[config.mk]
export PLATFORM = sky130hd
export DESIGN_NAME = smu_mac
export DESIGN_NICKNAME = d
export VERILOG_FILES = /design/src/rtl/strapdown_ins_mechanization_unit_defines.svh /design/src/rtl/smu_pkg.sv /design/src/rtl/smu_mac.sv
export SDC_FILE = /design/constraint.sdc
export NUM_CORES = 2
export LEC_CHECK = 0
export ABC_AREA = 1
export BUFFER_PORTS_ARGS = -buffer_cell sky130_fd_sc_hd__buf_2
export CORE_MARGIN = 2
export CORE_UTILIZATION = 45
export CTS_CLUSTER_SIZE = 40
export DETAILED_ROUTE_END_ITERATION = 10
export GPL_TIMING_DRIVEN = 0
export PLACE_DENSITY = 0.73
export SLEW_MARGIN = 20
export SYNTH_ARGS = -nofsm -noshare
export SYNTH_HDL_FRONTEND = slang
export SYNTH_SLANG_ARGS = --single-unit
export TNS_END_PERCENT = 10
[constraint.sdc]
create_clock -name aclk -period 8.8 [get_ports aclk]
set_input_delay 0.88 -clock aclk [delete_from_list [all_inputs] [get_ports aclk]]
set_output_delay 0.88 -clock aclk [all_outputs]
set_load 0.02 [all_outputs]
[src/rtl/strapdown_ins_mechanization_unit_defines.svh]
// ----------------------------------------------------------------------------
// Assertion macros for the strapdown mechanization unit
// Shared forms of the concurrent checks, clocked on aclk and held off in reset.
// ----------------------------------------------------------------------------
`ifndef STRAPDOWN_INS_MECHANIZATION_UNIT_DEFINES_SVH
`define STRAPDOWN_INS_MECHANIZATION_UNIT_DEFINES_SVH

// A condition that must hold at every clock edge out of reset.
`define SMU_ASSERT_ALWAYS(label, cond, msg) \
    label: assert property (@(posedge aclk) disable iff (!aresetn) (cond)) \
        else $error(msg);

// A condition that, once seen, forces another one at the next clock edge.
`define SMU_ASSERT_NEXT(label, ante, cons, msg) \
    label: assert property (@(posedge aclk) disable iff (!aresetn) (ante) |=> (cons)) \
        else $error(msg);

`endif

[src/rtl/smu_pkg.sv]
// ----------------------------------------------------------------------------
// smu_pkg
// Widths, constants, control bundles and small index helpers of the unit.
// ----------------------------------------------------------------------------
`timescale 1ns / 1ps

package smu_pkg;

    localparam int AW    = 24;  // accel and rate samples
    localparam int DTW   = 16;  // sample interval
    localparam int GW    = 20;  // gravity register
    localparam int VW    = 32;  // velocity
    localparam int PW    = 48;  // position
    localparam int QW    = 32;  // quaternion and Q30 scalars
    localparam int DVW   = 32;  // velocity increment, 2^-28 m/s
    localparam int DTHW  = 30;  // angle increment, 2^-30 rad
    localparam int DVBW  = 34;  // corrected body increment
    localparam int DVNW  = 38;  // navigation increment accumulator
    localparam int OPW   = 34;  // multiplier operands
    localparam int PRW   = 2 * OPW;
    localparam int ACCW  = 70;  // accumulator
    localparam int DIVW  = 36;  // divider dividend, even
    localparam int DIVSW = 7;   // divider divisor

    localparam logic signed [QW-1:0] Q30_ONE = 32'sh4000_0000;

    localparam logic [DIVSW-1:0] SCULL_DIV = 7'd12;

    // Horner divisors: cosine series first, then the sinc series.
    localparam logic [DIVSW-1:0] HORNER_DIV [8] = '{
        7'd56, 7'd30, 7'd12, 7'd2, 7'd72, 7'd42, 7'd20, 7'd6
    };

    typedef struct packed {
        logic mul_en;
        logic acc_en;
        logic clear;
        logic neg;
    } mac_ctl_t;

    typedef struct packed {
        logic             start;
        logic [DIVSW-1:0] divisor;
    } div_req_t;

    function automatic logic [1:0] next1(input logic [1:0] i);
        case (i)
            2'd0:    next1 = 2'd1;
            2'd1:    next1 = 2'd2;
            default: next1 = 2'd0;
        endcase
    endfunction

    function automatic logic [1:0] next2(input logic [1:0] i);
        case (i)
            2'd0:    next2 = 2'd2;
            2'd1:    next2 = 2'd0;
            default: next2 = 2'd1;
        endcase
    endfunction

    // Sign of term t of component i of the quaternion product.
    function automatic logic qn_neg(input logic [1:0] i, input logic [1:0] t);
        case ({i, t})
            4'b0001, 4'b0010, 4'b0011: qn_neg = 1'b1;
            4'b0111:                   qn_neg = 1'b1;
            4'b1001:                   qn_neg = 1'b1;
            4'b1110:                   qn_neg = 1'b1;
            default:                   qn_neg = 1'b0;
        endcase
    endfunction

    function automatic logic signed [QW-1:0] sat_q30(input logic signed [ACCW-1:0] x);
        if (x > ACCW'(Q30_ONE)) begin
            sat_q30 = Q30_ONE;
        end else if (x < -ACCW'(Q30_ONE)) begin
            sat_q30 = -Q30_ONE;
        end else begin
            sat_q30 = x[QW-1:0];
        end
    endfunction

endpackage

[src/rtl/smu_mac.sv]
// ----------------------------------------------------------------------------
// smu_mac
// Shared signed multiplier with a product register and an accumulator.
// ----------------------------------------------------------------------------
`timescale 1ns / 1ps

module smu_mac (
    input  logic                               aclk,
    input  smu_pkg::mac_ctl_t                  ctl,
    input  logic signed [smu_pkg::OPW-1:0]     op_a,
    input  logic signed [smu_pkg::OPW-1:0]     op_b,
    output logic signed [smu_pkg::ACCW-1:0]    acc
);
    import smu_pkg::*;

    logic signed [PRW-1:0]  prod_reg;
    logic signed [ACCW-1:0] acc_reg;
    logic signed [ACCW-1:0] base;
    logic signed [ACCW-1:0] prod_ext;

    assign base     = ctl.clear ? '0 : acc_reg;
    assign prod_ext = ACCW'(prod_reg);

    always_ff @(posedge aclk) begin
        if (ctl.mul_en) begin
            prod_reg <= op_a * op_b;
        end
        if (ctl.acc_en) begin
            acc_reg <= ctl.neg ? (base - prod_ext) : (base + prod_ext);
        end
    end

    assign acc = acc_reg;

endmodule

* Word-level counts from Yosys, hierarchy flattened
Cells that the tools add are included.
Word-level totals: output and inout port bits 70, register bits 138, ROM bits 0, input port bits 73, memories 0, bits in writable memories 0, latch bits 0
Operators by class: bitwise operators 0, div/mod/pow operators 0, shift operators 0, $add $sub $neg 2, order comparisons 0, multipliers 1, reductions and logical operators 0, equality and inequality tests 0, mux-type cells 2
Operators with widths (count):
- two-way mux 70 bit | 2
- adder 70 x 68 -> 70 bit | 1
- subtractor 70 x 68 -> 70 bit | 1
- multiplier 34 x 34 -> 68 bit | 1

* Longest topological paths before layout
word-level depth 3, mapped depth 33

* Worst setup path before layout
No wires, ideal clock.
kind input port to flip-flop, start point input port op_a[33] (netlist bit), end point register prod_reg[59], data pin, stages 24, setup slack 826 ps, data required time 8547 ps, data arrival time 7722 ps, library setup time 253 ps, buffers on the path 2, cell sequence clkbuf_1 clkbuf_1 nand2_1 inv_1 fa_1 fa_1 fa_1 fa_1 inv_1 fa_1 fa_1 fa_1 fa_1 inv_1 ha_1 nand2_1 nor2_1 inv_1 nor2_1 nand2_1 nor4_1 nand2_1 nand4_1 nand2_1
On the way: word-level cells in the longest chain between the ends 1
Ends and longest elaborated chain:
- start: declaration | RTL line smu_mac.sv:10 | input logic signed [smu_pkg::OPW-1:0] op_a,
- multiplier 34 x 34 -> 68 bit | RTL line smu_mac.sv:26 | prod_reg <= op_a * op_b;
- end signal: assignment | RTL line smu_mac.sv:26
- end: declaration | RTL line smu_mac.sv:16 | logic signed [PRW-1:0] prod_reg;
No other way between the ends. A chain may end at the register's enable or synchronous reset.

* Worst setup path in the final report
start point input port op_b[32] (netlist bit), end point register prod_reg[61], data pin
On the way: word-level cells in the longest chain between the ends 1
Ends and longest elaborated chain:
- start: declaration | RTL line smu_mac.sv:11 | input logic signed [smu_pkg::OPW-1:0] op_b,
- multiplier 34 x 34 -> 68 bit | RTL line smu_mac.sv:26
No other way between the ends.

==> metrics.csv <==
stage;metric;value;unit
synth;Syn Nets;9300;
clocking;H-tree lvl count;4;
setup_path;FF-to-FF Start;prod_reg[0]$_DFFE_PP_;
setup_path;Worst R2R Path Depth;20;
layout;Post-Layout Cell Count;9490;
min_path;worst hold path class;reg -> reg;
floorplanning;Die Y-Extent;360.2;um
synth;Ys Warns;0;
timing;RSZ-0062 raised after global routing;true;
placed_design;placed cells;9436;
floorplanning;IO Count;143;
floorplanning;Die Wd;360.2;um
job;Max-Cap Viols;0;
clocking;hold_buf cts;0;
timing;endpoints failing hold;0;
synth;cell taking the most area after synthesis;fa_1;
clocking;CTS tree;yes;
grt;GRT Util Overall;0.3729;
timing;Period minus WS final;8.717;ns
setup_path;WP data arrival;8.89;ns
routing;Routed WL;238100;um
grt;first-pass GRT wire length;347800;um
setup_path;FF-to-FF setup slack;4.22;ns
floorplanning;Die Area;129700;um2
setup_path;Critical path origin;op_b[32];
clocking;Sink Count;138;
setup_path;type of the worst setup path;in -> reg;
routing;Wirelength per Cell;25.08;um
clocking;cts bufs inserted;17;
layout;fillers;12727;
routing;via count;51059;
routing;initial DRC count;5416;
placed_design;DP HPWL;202200;um
synth;top post-synthesis cells by area;fa_1, inv_1, nand2_1, edfxtp_1, ha_1;
timing;Tcrit/Tclk final;0.9905;
routing;drt drc;0;
floorplanning;core area;125700;um2
layout;area grow syn2layout;5.889;%
grt;initial antenna violation count;16;
synth;cells after synthesis;7711;
synth;Yosys cell types;43;
setup_path;Critical Path Sink Type;register;
setup_path;Worst setup endpoint;prod_reg[61]$_DFFE_PP_;
timing;Worst Max-Slew Pin Slew;1.230;ns
floorplanning;Rows;130;
clocking;Max clock buf depth;2;
layout;fin nets;9408;
layout;share of cells above drive strength 1;0.04367;
setup_path;Max Fanout on Critical Path;10;
routing;Post-DRT Antenna Nets;0;
clocking;worst skew pair latency;0.46;ns
setup_path;worst-path cell chain;clkbuf_1 -> clkbuf_1 -> nand2_1 -> fa_1 -> fa_1 -> fa_1 -> fa_1 -> fa_1 -> fa_1 -> fa_1 -> fa_1 -> inv_1 -> ha_1 -> nand2_1 -> nor2_1 -> inv_2 -> nor2_1 -> nand2_1 -> nor3_1 -> nand2_1 -> nand3_1 -> nand2_1;
timing;setup TNS;0;ns
timing;max-slew violations;0;
placed_design;GPL Wtd Cong;1.078;
timing;fmax;0.1147;GHz
synth;share of the synthesized area in the top cell type;0.4355;
timing;clock skew;0.01673;ns
placed_design;# port buffers;74;
grt;grt ovf;0;
clocking;Root Driver;clkbuf_16;
timing;Max-slew headroom;0.1802;
setup_path;crit-path max cell delay;0.92;ns
layout;max reg flops;70;
setup_path;Crit path top cell by count;fa_1;
synth;flops & latches, synth;138;
synth;register area share after synthesis;0.07259;
routing;DR vias/cell;5.380;
timing;# setup viols final;0;
synth;Mapped Area;57090;um2
setup_path;startpoint types;input pin;
setup_path;R2R Path End;acc[67]$_DFFE_PP_;
grt;vias in the first global route;53441;
setup_path;Crit-path slowest cell;clkbuf_1;
grt;largest net degree at the start of global routing;69;
setup_path;data required time of the worst path;8.98;ns
clocking;clock-pin slew on the worst setup and hold paths;0.07;ns
status;status;complete, no violations;
routing;Pre-antenna DRT Iters;6;
synth;Mean Syn Cell Area;7.404;um2
floorplanning;Initial Util;0.4540;
==> cell type report <==
type	count	area, um2	share of cell area
multi-input combinational	4928	43030	0.7118
buffer	288	1262	0.02088
clock inverter	15	148.9	0.002463
sequential	138	4144	0.06855
clock buffer	17	425.4	0.007037
timing repair buffer	89	508.0	0.008403
antenna	8	20.02	0.0003312
tap	1650	2064	0.03415
inverter	2357	8847	0.1464
==> cells in the mapped netlist <==
cell type  number
nand2b_1        3
o21ai_2         2
a31o_2          1
nand2_1      2116
nand2_4         1
a21o_1          2
nor2_8          1
nor4_1         12
nand2_2        14
a21boi_0        1
o21ai_0        93
nor3_2          3
edfxtp_1      138
xor2_1        127
or2_2          11
o211ai_1        1
o211ai_2        1
fa_1         1242
clkbuf_1      281
a21oi_2         1
o21ai_1        22
clkinv_1        8
o21a_2          1
nand3_1       171
o21bai_1       24
inv_2          30
nor2_2         15
o21a_1          8
nor2_1        482
nand4_1        58
nand3_2         2
or2_1           4
nor2_4          2
nor3_1         22
a21oi_1       180
inv_1        2319
buf_1           7
and2_1          3
o31ai_2         1
and3_1          1
xnor2_1        18
nand3b_1        8
ha_1          274
==> metrics by stage <==
step | hold WS (ns) | setup WS [ns] | cell area [um2] | util
after floorplan | 0.6665 | 0.8257 | 57090 | -
after global placement | 0.7818 | -1.330 | 59520 | 0.4734
after detailed placement | 0.7869 | -1.001 | 59580 | 0.4739
after CTS | 0.7892 | 0.001211 | 60230 | 0.4790
after global routing | 0.8117 | -0.02004 | 60440 | 0.4807
final | 0.8051 | 0.08336 | 60450 | 0.4808
==> layout by cell type (no fill, tap or decap), drive strengths merged, types with 15 or more instances in the layout <==
master,Yosys,final
a21oi,181,181
buf,7,104
clkbuf,281,288
edfxtp,138,138
fa,1242,1242
ha,274,274
inv,2349,2358
nand2,2131,2131
nand3,173,173
nand4,58,58
nor2,500,500
nor3,25,25
o21ai,117,117
o21bai,24,24
or2,15,15
xnor2,18,18
xor2,127,127
==> routing by layer <==
metal,global-route usage,vias up,routed length [um]
li1,-,21956,-
met1,0.4655,25210,87910
met2,0.5763,3090,103900
met3,0.08604,789,26130
met4,0.2535,14,20070
met5,0,-,88
==> timing repair <==
item	CTS	global route
endpoints found under the setup margin	29	36
cloned	0	0
pin swaps	1	2
resized for setup	47	184
setup buffers	2	12
==> critical path: cells and delay by family <==
kind / cells / cell delay (ns)
simple gates: 9 / 1.54
buf+inv: 4 / 1.71
fa+ha+maj: 9 / 4.73
==> how the worst min path moves through the flow <==
| stage | startpoint | endpoint | slack, ns | depth (start not counted) |
|---|---|---|---|---|
| floorplan | prod_reg[0]$_DFFE_PP_ | acc[0]$_DFFE_PP_ | 0.67 | 2 |
| global placement | prod_reg[0]$_DFFE_PP_ | acc[0]$_DFFE_PP_ | 0.78 | 2 |
| detailed placement | prod_reg[0]$_DFFE_PP_ | acc[0]$_DFFE_PP_ | 0.79 | 2 |
| CTS | prod_reg[0]$_DFFE_PP_ | acc[0]$_DFFE_PP_ | 0.79 | 2 |
| global route | prod_reg[0]$_DFFE_PP_ | acc[0]$_DFFE_PP_ | 0.81 | 2 |
| finish | prod_reg[0]$_DFFE_PP_ | acc[0]$_DFFE_PP_ | 0.81 | 2 |
==> logic make-up after synthesis <==
| kind of cell | synth area share |
|---|---|
| buffers and inverters | 0.1739 |
| flip-flops | 0.07259 |
| AO/OA/AOI/OAI | 0.03180 |
| AND/OR/NAND/NOR | 0.2039 |
| adder cells (fa/ha/maj) | 0.4956 |
| XOR/XNOR | 0.02225 |
Power is not shown: default switching activity piles up to over one toggle a cycle in this logic, so the estimate is an artifact.
