==> src/rtl/strapdown_ins_mechanization_unit_defines.svh <==
// ----------------------------------------------------------------------------
// Assertion macros for the strapdown mechanization unit
// Shared forms of the concurrent checks, clocked on aclk and held off in reset.
// ----------------------------------------------------------------------------
`ifndef STRAPDOWN_INS_MECHANIZATION_UNIT_DEFINES_SVH
`define STRAPDOWN_INS_MECHANIZATION_UNIT_DEFINES_SVH

// A condition that must hold at every clock edge out of reset.
`define SMU_ASSERT_ALWAYS(label, cond, msg) \
    label: assert property (@(posedge aclk) disable iff (!aresetn) (cond)) \
        else $error(msg);

// A condition that, once seen, forces another one at the next clock edge.
`define SMU_ASSERT_NEXT(label, ante, cons, msg) \
    label: assert property (@(posedge aclk) disable iff (!aresetn) (ante) |=> (cons)) \
        else $error(msg);

`endif

==> src/rtl/smu_pkg.sv <==
// ----------------------------------------------------------------------------
// smu_pkg
// Widths, constants, control bundles and small index helpers of the unit.
// ----------------------------------------------------------------------------
`timescale 1ns / 1ps

package smu_pkg;

    localparam int AW    = 24;  // accel and rate samples
    localparam int DTW   = 16;  // sample interval
    localparam int GW    = 20;  // gravity register
    localparam int VW    = 32;  // velocity
    localparam int PW    = 48;  // position
    localparam int QW    = 32;  // quaternion and Q30 scalars
    localparam int DVW   = 32;  // velocity increment, 2^-28 m/s
    localparam int DTHW  = 30;  // angle increment, 2^-30 rad
    localparam int DVBW  = 34;  // corrected body increment
    localparam int DVNW  = 38;  // navigation increment accumulator
    localparam int OPW   = 34;  // multiplier operands
    localparam int PRW   = 2 * OPW;
    localparam int ACCW  = 70;  // accumulator
    localparam int DIVW  = 36;  // divider dividend, even
    localparam int DIVSW = 7;   // divider divisor

    localparam logic signed [QW-1:0] Q30_ONE = 32'sh4000_0000;

    localparam logic [DIVSW-1:0] SCULL_DIV = 7'd12;

    // Horner divisors: cosine series first, then the sinc series.
    localparam logic [DIVSW-1:0] HORNER_DIV [8] = '{
        7'd56, 7'd30, 7'd12, 7'd2, 7'd72, 7'd42, 7'd20, 7'd6
    };

    typedef struct packed {
        logic mul_en;
        logic acc_en;
        logic clear;
        logic neg;
    } mac_ctl_t;

    typedef struct packed {
        logic             start;
        logic [DIVSW-1:0] divisor;
    } div_req_t;

    function automatic logic [1:0] next1(input logic [1:0] i);
        case (i)
            2'd0:    next1 = 2'd1;
            2'd1:    next1 = 2'd2;
            default: next1 = 2'd0;
        endcase
    endfunction

    function automatic logic [1:0] next2(input logic [1:0] i);
        case (i)
            2'd0:    next2 = 2'd2;
            2'd1:    next2 = 2'd0;
            default: next2 = 2'd1;
        endcase
    endfunction

    // Sign of term t of component i of the quaternion product.
    function automatic logic qn_neg(input logic [1:0] i, input logic [1:0] t);
        case ({i, t})
            4'b0001, 4'b0010, 4'b0011: qn_neg = 1'b1;
            4'b0111:                   qn_neg = 1'b1;
            4'b1001:                   qn_neg = 1'b1;
            4'b1110:                   qn_neg = 1'b1;
            default:                   qn_neg = 1'b0;
        endcase
    endfunction

    function automatic logic signed [QW-1:0] sat_q30(input logic signed [ACCW-1:0] x);
        if (x > ACCW'(Q30_ONE)) begin
            sat_q30 = Q30_ONE;
        end else if (x < -ACCW'(Q30_ONE)) begin
            sat_q30 = -Q30_ONE;
        end else begin
            sat_q30 = x[QW-1:0];
        end
    endfunction

endpackage

==> src/rtl/smu_div.sv <==
// ----------------------------------------------------------------------------
// smu_div
// Radix-4 restoring divider with floor rounding for a small constant divisor.
// ----------------------------------------------------------------------------
`timescale 1ns / 1ps

module smu_div (
    input  logic                               aclk,
    input  logic                               aresetn,
    input  smu_pkg::div_req_t                  req,
    input  logic signed [smu_pkg::DIVW-1:0]    dividend,
    output logic                               done,
    output logic signed [smu_pkg::DIVW-1:0]    quotient
);
    import smu_pkg::*;

    localparam int ITER = DIVW / 2;
    localparam int CW   = $clog2(ITER + 1);

    logic [CW-1:0]    cnt_reg;
    logic [DIVW-1:0]  work_reg;
    logic [DIVSW-1:0] rem_reg;
    logic [DIVSW-1:0] dsr_reg;
    logic             neg_reg;
    logic             done_reg;

    logic [DIVSW:0]   r1;
    logic [DIVSW:0]   r2;
    logic [DIVSW-1:0] r1s;
    logic [DIVSW-1:0] r2s;
    logic             q1;
    logic             q2;

    // Two quotient bits per cycle. A negative dividend is handled as the
    // one's complement, which gives floor rounding for a positive divisor.
    always_comb begin
        r1  = {rem_reg, work_reg[DIVW-1]};
        q1  = (r1 >= {1'b0, dsr_reg});
        r1s = q1 ? DIVSW'(r1 - {1'b0, dsr_reg}) : r1[DIVSW-1:0];
        r2  = {r1s, work_reg[DIVW-2]};
        q2  = (r2 >= {1'b0, dsr_reg});
        r2s = q2 ? DIVSW'(r2 - {1'b0, dsr_reg}) : r2[DIVSW-1:0];
    end

    always_ff @(posedge aclk) begin
        if (!aresetn) begin
            cnt_reg  <= '0;
            done_reg <= 1'b0;
        end else begin
            done_reg <= 1'b0;
            if (req.start) begin
                cnt_reg  <= CW'(ITER);
                neg_reg  <= dividend[DIVW-1];
                work_reg <= dividend[DIVW-1] ? ~dividend : dividend;
                rem_reg  <= '0;
                dsr_reg  <= req.divisor;
            end else if (cnt_reg != '0) begin
                cnt_reg  <= cnt_reg - CW'(1);
                work_reg <= {work_reg[DIVW-3:0], q1, q2};
                rem_reg  <= r2s;
                if (cnt_reg == CW'(1)) begin
                    done_reg <= 1'b1;
                end
            end
        end
    end

    assign done     = done_reg;
    assign quotient = neg_reg ? ~work_reg : work_reg;

endmodule
==> config.mk <==
export PLATFORM = sky130hd
export DESIGN_NAME = smu_div
export DESIGN_NICKNAME = d
export VERILOG_FILES = /design/src/rtl/strapdown_ins_mechanization_unit_defines.svh /design/src/rtl/smu_pkg.sv /design/src/rtl/smu_div.sv
export SDC_FILE = /design/constraint.sdc
export NUM_CORES = 1
export LEC_CHECK = 0
export BUFFER_PORTS_ARGS = -buffer_cell sky130_fd_sc_hd__clkbuf_2
export CAP_MARGIN = 10
export CORE_MARGIN = 2
export CORE_UTILIZATION = 55
export DETAILED_ROUTE_END_ITERATION = 6
export PLACE_DENSITY = 0.81
export SETUP_SLACK_MARGIN = 0.05
export SYNTH_ARGS = -nofsm -noshare
export SYNTH_HDL_FRONTEND = slang
export SYNTH_SLANG_ARGS = --single-unit
==> constraint.sdc <==
create_clock -name aclk -period 5.3 [get_ports aclk]
set_input_delay 1.59 -clock aclk [delete_from_list [all_inputs] [get_ports aclk]]
set_output_delay 1.59 -clock aclk [all_outputs]
set_load 0.05 [all_outputs]
After elaboration in Yosys (flattened, before gate mapping)
Index checks and enable logic that the tools add are counted.

$add $sub $neg: 3. $lt $le $gt $ge: 2. Equal/unequal tests: 1. Mux-type cells: 10. Bitwise logic cells: 4. Reductions and logical operators: 6.

Operators with widths (number): 36-bit 2-to-1 mux (4); 36-bit inverter (2); 7-bit 2-to-1 mux (3); 8-bit by 7-bit >= comparator with 1-bit output (2); 7-bit subtractor (2); 5-bit 2-to-1 mux (2); 5-bit by 1-bit equality test with 1-bit output, second input constant (1); 5-bit nonzero test (1); 5-bit by 1-bit subtractor with 5-bit output, second input constant (1); 2-bit AND reduction (2); 3-bit OR reduction (1); 1-bit inverter (2); 2-bit nonzero test (1); 2-bit OR reduction (1); 1-bit 2-to-1 mux (1).

Bits in registers: 57. Bits of input ports: 46. Output and inout port bits: 37. Word-level logic and storage cells: 33.

Depth between registers and ports, before layout
Gate-level depths: netlist of the first run.

Word-level depth: 5. Mapped depth: 17. Depth with buffers taken out: 16.

Worst setup path after synthesis of the first run
OpenSTA, ideal clock, no wires.

Path type: flip-flop to flip-flop. Start point: reg work_reg[35]. End point: reg rem_reg[1], data pin. Arrival time: 3.867 ns. Data required time: 5.030 ns. Path slack: 1.163 ns. Stages on the path, launching flop included: 17. Buffers on the path: 1. Path through: edfxtp_1 inv_1 ha_1 inv_1 fa_1 a211oi_2 o21ai_2 a41oi_4 buf_6 mux2_2 ha_1 nor2b_1 o31a_1 o31a_1 a211o_2 nor3_2 a211oi_2.

Cells in the longest elaborated chain, start to end: 5. Elaborated cells between the ends (all ways): 7. Those cells by class: 2 x add/sub; 2 x order compare; 3 x mux.

RTL lines: start: declaration (RTL line smu_div.sv:21) `logic [DIVW-1:0] work_reg;`; start signal: assignment (RTL line smu_div.sv:54) `work_reg <= dividend[DIVW-1] ? ~dividend : dividend;`; start signal: assignment (RTL line smu_div.sv:59) `work_reg <= {work_reg[DIVW-3:0], q1, q2};`; 7-bit subtractor or 8-bit by 7-bit >= comparator with 1-bit output (tied branches) (RTL line smu_div.sv:39, smu_div.sv:38); 7-bit 2-to-1 mux * (RTL line smu_div.sv:39) `r1s = q1 ? DIVSW'(r1 - {1'b0, dsr_reg}) : r1[DIVSW-1:0];`; 7-bit subtractor or 8-bit by 7-bit >= comparator with 1-bit output (tied branches) (RTL line smu_div.sv:42, smu_div.sv:41); 7-bit 2-to-1 mux * (RTL line smu_div.sv:42) `r2s = q2 ? DIVSW'(r2 - {1'b0, dsr_reg}) : r2[DIVSW-1:0];`; 7-bit 2-to-1 mux * (RTL line smu_div.sv:57) `end else if (cnt_reg != '0) begin`; end signal: assignment (RTL line smu_div.sv:60) `rem_reg <= r2s;`; end: declaration (RTL line smu_div.sv:22) `logic [DIVSW-1:0] rem_reg;`.

Every way passes the cells marked *; elsewhere a longest branch is shown, timed or not. The select of a mux whose other input is x is not followed. A chain may end at the register's enable or synchronous reset.

Worst setup path after layout of the first run
Start point: reg work_reg[35]. End point: reg rem_reg[2], data pin.

The elaborated chain is that of the path after synthesis.

==> results.sh, run 1 <==
export IMPL_reg2reg_slack_ps=750
export IMPL_dieArea_um2=7487
export IMPL_startpoint_type="flip-flop"
export IMPL_drive_gt1_share_pct=26.26
export IMPL_ys_warn_count=0
export IMPL_yosys_register_bits=57
export IMPL_final_common_cell="clkbuf_2"
export IMPL_synth_fp_nets=422
export IMPL_numCtsBuffers=9
export IMPL_syn_area_um2=3746
export IMPL_cts_sinks=57
export IMPL_finalSetupTns_ps=0
export IMPL_seq_power_share_pct=28.4
export IMPL_worstSetupEndpointType="flip-flop"
export IMPL_cts_hold_buf=0
export IMPL_place_hpwl_um=5434
export IMPL_hold_path_class="flip-flop to flip-flop"
export IMPL_root_buffer="clkbuf_8"
export IMPL_cp_slowest_stage_delay_ps=480
export IMPL_grt_pass1_wl_um=12470
export IMPL_syn_area_per_cell_um2=10.46
export IMPL_min_delay_start="cnt_reg[4]"
export IMPL_ys_seq_area_share_pct=44.09
export IMPL_worst_path_stages=15
export IMPL_crit_chain="inv_1, ha_1, inv_1, fa_1, a211oi_2, o21ai_2, a41oi_4, mux2_2, ha_1, nor2b_1, o31a_1, o31a_1, a211o_2, o21ai_1, a21oi_1"
export IMPL_track_usage_pct=21.26
export IMPL_drc=0
export IMPL_fmax_mhz=220.0
export IMPL_syn_inst=358
export IMPL_p_sw_uw=1010
export IMPL_die_x_um=86.53
export IMPL_period_share_pct=85.77
export IMPL_dieHeight_um=86.53
export IMPL_status="finished, final reports clean"
export IMPL_io_buffer_count=82
export IMPL_final_max_slew_viol_count=0
export IMPL_timing_rr_end="rem_reg[2]"
export IMPL_ys_types=48
export IMPL_critical_path_buf_inv_count=2
export IMPL_cts_tree="done"
export IMPL_area_growth_pct=15.76
export IMPL_leakage_uw=0.001757
export IMPL_hold_viol=0
export IMPL_gr_total_overflow=0
export IMPL_wl_per_cell_um=15.09
export IMPL_antenna_found_initial=0
export IMPL_post_cts_buffers=0
export IMPL_max_slew_worst_pin_slew_ps=1154
export IMPL_synth_async_reset_ratio_pct=0
export IMPL_rows=30
export IMPL_crit_path_end="rem_reg[2]"
export IMPL_rr_worst_depth=15
export IMPL_finalCriticalPeriod_ps=4546
export IMPL_cp_arrival_ps=4590
export IMPL_htree_levels=3
export IMPL_cp_max_fo=11
export IMPL_initial_core_util_pct=56.07
export IMPL_wl_um=7817
export IMPL_synth_edf_count=51
export IMPL_worst_setup_path_type="flip-flop to flip-flop"
export IMPL_r2r_start="work_reg[35]"
export IMPL_ir_worst_vdd_mv=0.2613
export IMPL_p_comb_share_pct=56.9
export IMPL_clkPwrFrac_pct=14.7
export IMPL_postRouteAntennaNets=0
export IMPL_layout_setup_ws_ps=754.3
export IMPL_place_area_um2=4185
export IMPL_crit_path_top_delay_cell="a41oi_4"
export IMPL_place_congestion=0.9492
export IMPL_skew_ps=6.297
export IMPL_synthFlopType="edfxtp_1"
export IMPL_via_per_inst=5.554
export IMPL_grt_setup_unrepaired="false"
export IMPL_ios=83
export IMPL_maxCapViolations=0
export IMPL_cts_buffer_depth=2
export IMPL_crit_family="compound AO/OA/AOI/OAI gates"
export IMPL_grt_start_max_net_pins=83
export IMPL_grt_pass1_vias=2735
export IMPL_ctsResizeCount=0
export IMPL_first_iter_violations=238
export IMPL_nets=498
export IMPL_via_count=2877
export IMPL_p_sw_share_pct=44.80
export IMPL_yosysTopAreaCellShare_pct=40.88
export IMPL_slew_headroom_pct=23.10
export IMPL_clock_latency_ps=330
export IMPL_dp_cells=503
export IMPL_layout_common_cells="clkbuf_2 (82), edfxtp_1 (51), nor2_1 (46), a21oi_1 (43), xnor2_1 (40)"
export IMPL_required_ps=5340
export IMPL_largest_register_ffs=36
export IMPL_firstDrtPassIters=5
export IMPL_cts_clk_slew_worst_paths_ps=60
export IMPL_power_density_nw_per_um2=519.9
export IMPL_pre_cts_slack_ps=810.0
export IMPL_post_route_cell_area_um2=4337
export IMPL_setup_violations=0
export IMPL_diodes=0
export IMPL_intPower_uw=1245
export IMPL_crit_path_start="work_reg[35]"
export IMPL_synth_largest_area_cell="edfxtp_1"
export IMPL_core_area_um2=6681
export IMPL_synthTopCellsByArea="edfxtp_1 (41%), xnor2_1 (9.4%), xor2_1 (8.7%)"
export IMPL_stdcell_count=518
-- worst register-to-register path: stages (launching register included) --
cell	delay [ps]
edfxtp_1	420
inv_1	100
ha_1	190
inv_1	60
fa_1	420
a211oi_2	320
o21ai_2	130
a41oi_4	480
mux2_2	410
ha_1	330
nor2b_1	160
o31a_1	270
o31a_1	300
a211o_2	410
o21ai_1	160
a21oi_1	100
-- worst min-delay path by stage --
stage,slack [ps],cells past startpoint,end
after CTS,520,2,cnt_reg[4]
after floorplan,480,2,cnt_reg[4]
after global routing,540,2,cnt_reg[4]
after detailed placement,510,2,cnt_reg[4]
final,530,2,cnt_reg[4]
after global placement,510,2,cnt_reg[4]
-- power by group through the flow --
stage,clock [µW],sequential (µW),combinational [µW]
final,331,641,1280
after detailed placement,0,649,1260
after floorplan,0,632,1060
after global placement,0,647,1230
after CTS,335,641,1270
after global routing,350,650,1390
-- through the flow --
| stage | utilization, % | total power [µW] | hold slack [ps] |
|---|---|---|---|
| finish | 64.91 | 2255 | 525.9 |
| global route | 64.91 | 2388 | 541.5 |
| CTS | 64.91 | 2241 | 519.9 |
| detailed placement | 62.64 | 1905 | 505.4 |
| global placement | 62.64 | 1881 | 505.8 |
| floorplan | - | 1689 | 479.9 |
-- cells by family after synthesis --
kind of cell,Yosys count,synth area share (%)
xor gates and xnor gates,77,18.00
and+or+nand+nor,85,11.42
adders and majority gates,18,6.413
DFF,57,44.09
muxes,7,2.004
buffers and inverters,33,3.741
AOI/OAI and AO/OA,81,14.33
-- cell type report --
class	instances	area, µm²
Clock buffer	10	127.6
Clock inverter	5	23.77
Fill cell	523	2345
Inverter	14	52.55
Multi-Input combinational cell	268	1956
Sequential cell	57	1652
Tap cell	80	100.1
Timing Repair Buffer	84	425.4
-- Yosys cell counts, drive strengths merged, types with 2 or more instances --
cell / n
edfxtp: 51
ha: 16
nand3: 8
o21bai: 2
nor3b: 2
clkbuf: 11
buf: 8
mux2i: 3
mux2: 4
dfxtp: 6
inv: 14
nand2: 5
nand4: 2
a211oi: 6
nor3: 6
nand2b: 3
xor2: 37
o21ai: 11
o31a: 2
a21oi: 43
xnor2: 40
nor2b: 7
nor2: 46
a211o: 3
o211ai: 2
fa: 2
o21a: 6
nand3b: 3
-- per-layer routing --
metal | global-route usage [%] | routed length (µm)
met1 | 26.18 | 3257
met2 | 35.52 | 3802
met3 | 4.952 | 531
met4 | 9.659 | 226
met5 | 0 | 0
Power figures use the tool's default switching activity.
==> inputs of run 2 (changes only) <==
clock period = 5.1 ns   (was 5.3 ns; I/O delays follow)
==> results.sh, run 2 (synthesis gave the netlist of run 1 again) <==
export IMPL_initial_core_util_pct=56.07
export IMPL_place_area_um2=4198
export IMPL_worstSetupEndpointType="flip-flop"
export IMPL_clock_latency_ps=340
export IMPL_finalCriticalPeriod_ps=4510
export IMPL_stdcell_count=519
export IMPL_p_comb_share_pct=55.9
export IMPL_postRouteAntennaNets=0
export IMPL_core_area_um2=6681
export IMPL_cp_max_fo=11
export IMPL_largest_register_ffs=36
export IMPL_p_sw_uw=1066
export IMPL_dp_cells=503
export IMPL_final_common_cell="clkbuf_2"
export IMPL_grt_start_max_net_pins=83
export IMPL_post_route_cell_area_um2=4382
export IMPL_area_growth_pct=16.97
export IMPL_gr_total_overflow=0
export IMPL_place_congestion=0.9706
export IMPL_diodes=0
export IMPL_root_buffer="clkbuf_8"
export IMPL_power_density_nw_per_um2=549.6
export IMPL_clkPwrFrac_pct=16.4
export IMPL_numCtsBuffers=9
export IMPL_max_slew_worst_pin_slew_ps=1120
export IMPL_cts_sinks=57
export IMPL_rr_worst_depth=15
export IMPL_place_hpwl_um=5515
export IMPL_antenna_found_initial=0
export IMPL_ios=83
export IMPL_io_buffer_count=82
export IMPL_final_max_slew_viol_count=0
export IMPL_worst_setup_path_type="flip-flop to flip-flop"
export IMPL_ir_worst_vdd_mv=0.3186
export IMPL_fmax_mhz=221.7
export IMPL_dieHeight_um=86.53
export IMPL_via_per_inst=5.509
export IMPL_rows=30
export IMPL_worst_path_stages=15
export IMPL_grt_pass1_wl_um=12810
export IMPL_period_share_pct=88.44
export IMPL_ctsResizeCount=0
export IMPL_grt_pass1_vias=2641
export IMPL_cts_tree="done"
export IMPL_layout_common_cells="clkbuf_2 (82), edfxtp_1 (51), nor2_1 (46), a21oi_1 (43), xnor2_1 (40)"
export IMPL_p_sw_share_pct=44.28
export IMPL_required_ps=5150
export IMPL_skew_ps=9.408
export IMPL_htree_levels=3
export IMPL_track_usage_pct=22.06
export IMPL_firstDrtPassIters=4
export IMPL_crit_family="compound AO/OA/AOI/OAI gates"
export IMPL_drive_gt1_share_pct=26.65
export IMPL_hold_viol=0
export IMPL_fill_cells=530
export IMPL_cts_hold_buf=0
export IMPL_via_count=2859
export IMPL_finalSetupTns_ps=0
export IMPL_first_iter_violations=239
export IMPL_cts_clk_slew_worst_paths_ps=60
export IMPL_wl_per_cell_um=15.19
export IMPL_crit_path_top_delay_cell="a41oi_4"
export IMPL_drc=0
export IMPL_slew_headroom_pct=25.33
export IMPL_maxCapViolations=0
export IMPL_min_path_cells=2
export IMPL_setup_violations=0
export IMPL_intPower_uw=1342
export IMPL_post_cts_buffers=0
export IMPL_hold_path_class="flip-flop to flip-flop"
export IMPL_startpoint_type="flip-flop"
export IMPL_wl_um=7886
export IMPL_cp_arrival_ps=4560
export IMPL_seq_power_share_pct=27.7
export IMPL_die_x_um=86.53
export IMPL_leakage_uw=0.001778
export IMPL_cp_slowest_stage_delay_ps=490
export IMPL_status="finished, final reports clean"
export IMPL_crit_chain="inv_1, ha_1, inv_1, fa_1, a211oi_2, o21ai_2, a41oi_4, mux2_2, ha_1, nor2b_1, o31a_1, o31a_1, a211o_2, o21ai_1, a21oi_1"
export IMPL_nets=498
export IMPL_power_uw=2408
export IMPL_grt_setup_unrepaired="false"
export IMPL_critical_path_buf_inv_count=2
export IMPL_cts_buffer_depth=2
export IMPL_dieArea_um2=7487
run 2: changes by cell type in the layout (fill, tap and decap cells not counted), sizes merged:
cell / delta
clkinv: -2
clkbuf: +3
run 2: stage by stage:
step / hold WS, ps / util, % / setup slack (ps)
6_report: 521.4 / 65.58 / 589.7
5_1_grt: 542.9 / 65.58 / 311.8
4_1_cts: 522.8 / 65.58 / 589.4
3_5_place_dp: 512.4 / 62.83 / 617.4
3_3_place_gp: 505.8 / 62.83 / 694.3
2_1_floorplan: 479.9 / - / 963.1
run 2: layer usage:
layer	vias to the layer above	global-route usage (%)	wire, µm
met5	-	0	0
met4	0	7.102	91
met3	10	6.476	486
met2	100	34.13	3938
met1	1343	30.01	3369
li1	1406	-	-
run 2: power groups by stage:
stage	Combinational (µW)	Sequential [µW]	Clock, µW
3_3_place_gp	1290	673	0
6_report	1350	668	394
2_1_floorplan	1100	657	0
4_1_cts	1330	667	400
5_1_grt	1460	675	419
3_5_place_dp	1320	675	0
run 2: final cells by class:
class	instances	area, µm²	share of cell area, %
flip-flops and latches	57	1652	37.69
clock inverters	3	15.01	0.3427
multi-input cells	268	1956	44.63
well taps	80	100.1	2.284
inverters	14	52.55	1.199
repair buffers	84	437.9	9.994
clock buffers	13	168.9	3.855
run 2: worst paths after layout:
check | startpoint | to | slack (ps)
worst min register to register | cnt_reg[4] | cnt_reg[4] | 520
worst max-delay path | work_reg[35] | rem_reg[6] | 590
worst max register to register | work_reg[35] | rem_reg[6] | 590
worst min-delay path | cnt_reg[4] | cnt_reg[4] | 520
run 2: worst reg2reg max path, stage by stage (launching register included):
cell,delay [ps]
edfxtp_1,390
inv_1,90
ha_1,180
inv_1,60
fa_1,420
a211oi_2,320
o21ai_2,130
a41oi_4,490
mux2_2,410
ha_1,340
nor2b_1,170
o31a_1,270
o31a_1,310
a211o_2,410
o21ai_1,170
a21oi_1,80
==> inputs of run 3 (changes only) <==
CORE_UTILIZATION = 57   (was 55)
CTS_BUF_LIST = sky130_fd_sc_hd__clkbuf_2   (was unset)
GPL_ROUTABILITY_DRIVEN = 0   (was unset)
PLACE_DENSITY = 0.83   (was 0.81)
==> results.sh, run 3 (synthesis gave the netlist of run 1 again) <==
export IMPL_track_usage_pct=23.24
export IMPL_place_area_um2=4197
export IMPL_drc=0
export IMPL_grt_pass1_vias=2859
export IMPL_grt_pass1_wl_um=13340
export IMPL_max_slew_worst_pin_slew_ps=1116
export IMPL_nets=500
export IMPL_worst_setup_path_type="flip-flop to flip-flop"
export IMPL_post_cts_buffers=0
export IMPL_root_buffer="clkbuf_2"
export IMPL_postRouteAntennaNets=0
export IMPL_finalCriticalPeriod_ps=4385
export IMPL_numCtsBuffers=9
export IMPL_fmax_mhz=228.0
export IMPL_pre_cts_slack_ps=771.6
export IMPL_initial_core_util_pct=59.00
export IMPL_place_hpwl_um=5757
export IMPL_firstDrtPassIters=4
export IMPL_status="finished, final reports clean"
export IMPL_finalSetupTns_ps=0
export IMPL_cp_arrival_ps=4610
export IMPL_htree_levels=3
export IMPL_grt_start_max_net_pins=83
export IMPL_io_buffer_count=82
export IMPL_core_area_um2=6350
export IMPL_fill_cells=481
export IMPL_dieArea_um2=7237
export IMPL_utilization_pct=68.18
export IMPL_cts_tree="done"
export IMPL_wl_um=8004
export IMPL_worstSetupEndpointType="flip-flop"
export IMPL_final_max_slew_viol_count=0
export IMPL_ios=83
export IMPL_largest_register_ffs=36
export IMPL_power_density_nw_per_um2=547.3
export IMPL_startpoint_type="flip-flop"
export IMPL_leakage_uw=0.001767
export IMPL_clock_latency_ps=500
export IMPL_cts_sinks=57
export IMPL_drive_gt1_share_pct=26.98
export IMPL_rows=29
export IMPL_wl_per_cell_um=15.45
export IMPL_maxCapViolations=0
export IMPL_required_ps=5330
export IMPL_hold_path_class="flip-flop to flip-flop"
export IMPL_layout_common_cells="clkbuf_2 (92), edfxtp_1 (51), nor2_1 (46), a21oi_1 (43), xnor2_1 (40)"
export IMPL_cts_hold_buf=0
export IMPL_cts_clk_slew_worst_paths_ps=180
export IMPL_grt_setup_unrepaired="false"
export IMPL_ir_worst_vdd_mv=0.4124
export IMPL_hold_viol=0
export IMPL_die_x_um=85.07
export IMPL_power_uw=2369
export IMPL_area_growth_pct=15.56
export IMPL_setup_violations=0
export IMPL_via_count=2852
export IMPL_dieHeight_um=85.07
export IMPL_via_per_inst=5.506
export IMPL_diodes=0
export IMPL_post_route_cell_area_um2=4329
export IMPL_period_share_pct=85.98
export IMPL_slew_headroom_pct=25.60
export IMPL_first_iter_violations=143
export IMPL_cts_buffer_depth=2
export IMPL_cp_max_fo=9
export IMPL_antenna_found_initial=0
export IMPL_layout_setup_ws_ps=714.8
export IMPL_skew_ps=22.04
export IMPL_ctsResizeCount=0
export IMPL_final_common_cell="clkbuf_2"
export IMPL_gr_total_overflow=0
==> run 3: changes by cell type in the layout (fill, tap and decap cells not counted), sizes merged <==
cell and change:
buf +2, clkinv +1, clkbuf -3, bufinv +2
==> run 3: cell type report <==
type	count	area (µm²)	share of cell area, %
Clock buffer	10	50.05	1.156
Clock inverter	6	82.58	1.908
Inverter	14	52.55	1.214
Multi-Input combinational cell	268	1956	45.17
Sequential cell	57	1652	38.15
Tap cell	77	96.34	2.225
Timing Repair Buffer	86	440.4	10.17
==> run 3: metal layers <==
metal | routed length, µm | vias up | track usage, % | part of all wire, %
met5 | 0 | - | 0 | 0
met4 | 155 | 0 | 8.081 | 1.9
met3 | 485 | 17 | 6.907 | 6.1
met2 | 3990 | 101 | 37.43 | 50
met1 | 3371 | 1326 | 30.01 | 42
li1 | - | 1408 | - | -
==> run 3: final timing paths <==
path / start / to / slack, ps / depth (start not counted)
setup / recovery: work_reg[35] / rem_reg[1] / 710 / 16
hold / removal: cnt_reg[4] / done / 550 / 3
setup reg to reg: work_reg[35] / rem_reg[1] / 710 / 16
hold reg to reg: cnt_reg[4] / done / 550 / 3
==> run 3: through the flow <==
| step | std cells | hold WS, ps |
|---|---|---|
| after floorplan | 358 | 479.9 |
| after global placement | 502 | 500.8 |
| after detailed placement | 502 | 528.3 |
| after CTS | 518 | 554.3 |
| after global routing | 518 | 597.6 |
| final | 518 | 546.1 |
==> run 3: critical path, stage by stage, from the launching register on <==
cell and delay, ps:
edfxtp_1 440, inv_1 100, ha_1 190, inv_1 60, fa_1 410, a211oi_2 320, o21ai_2 120, a41oi_4 260
buf_4 240, mux2_2 380, ha_1 340, o21a_1 130, o31a_1 130, o31a_1 320, a211o_2 410, nor3_2 220
a211oi_2 60
==> run 3: power by group <==
part,internal (µW),switching (µW)
logic,519,844
registers,613,54.3
clock network,162,177
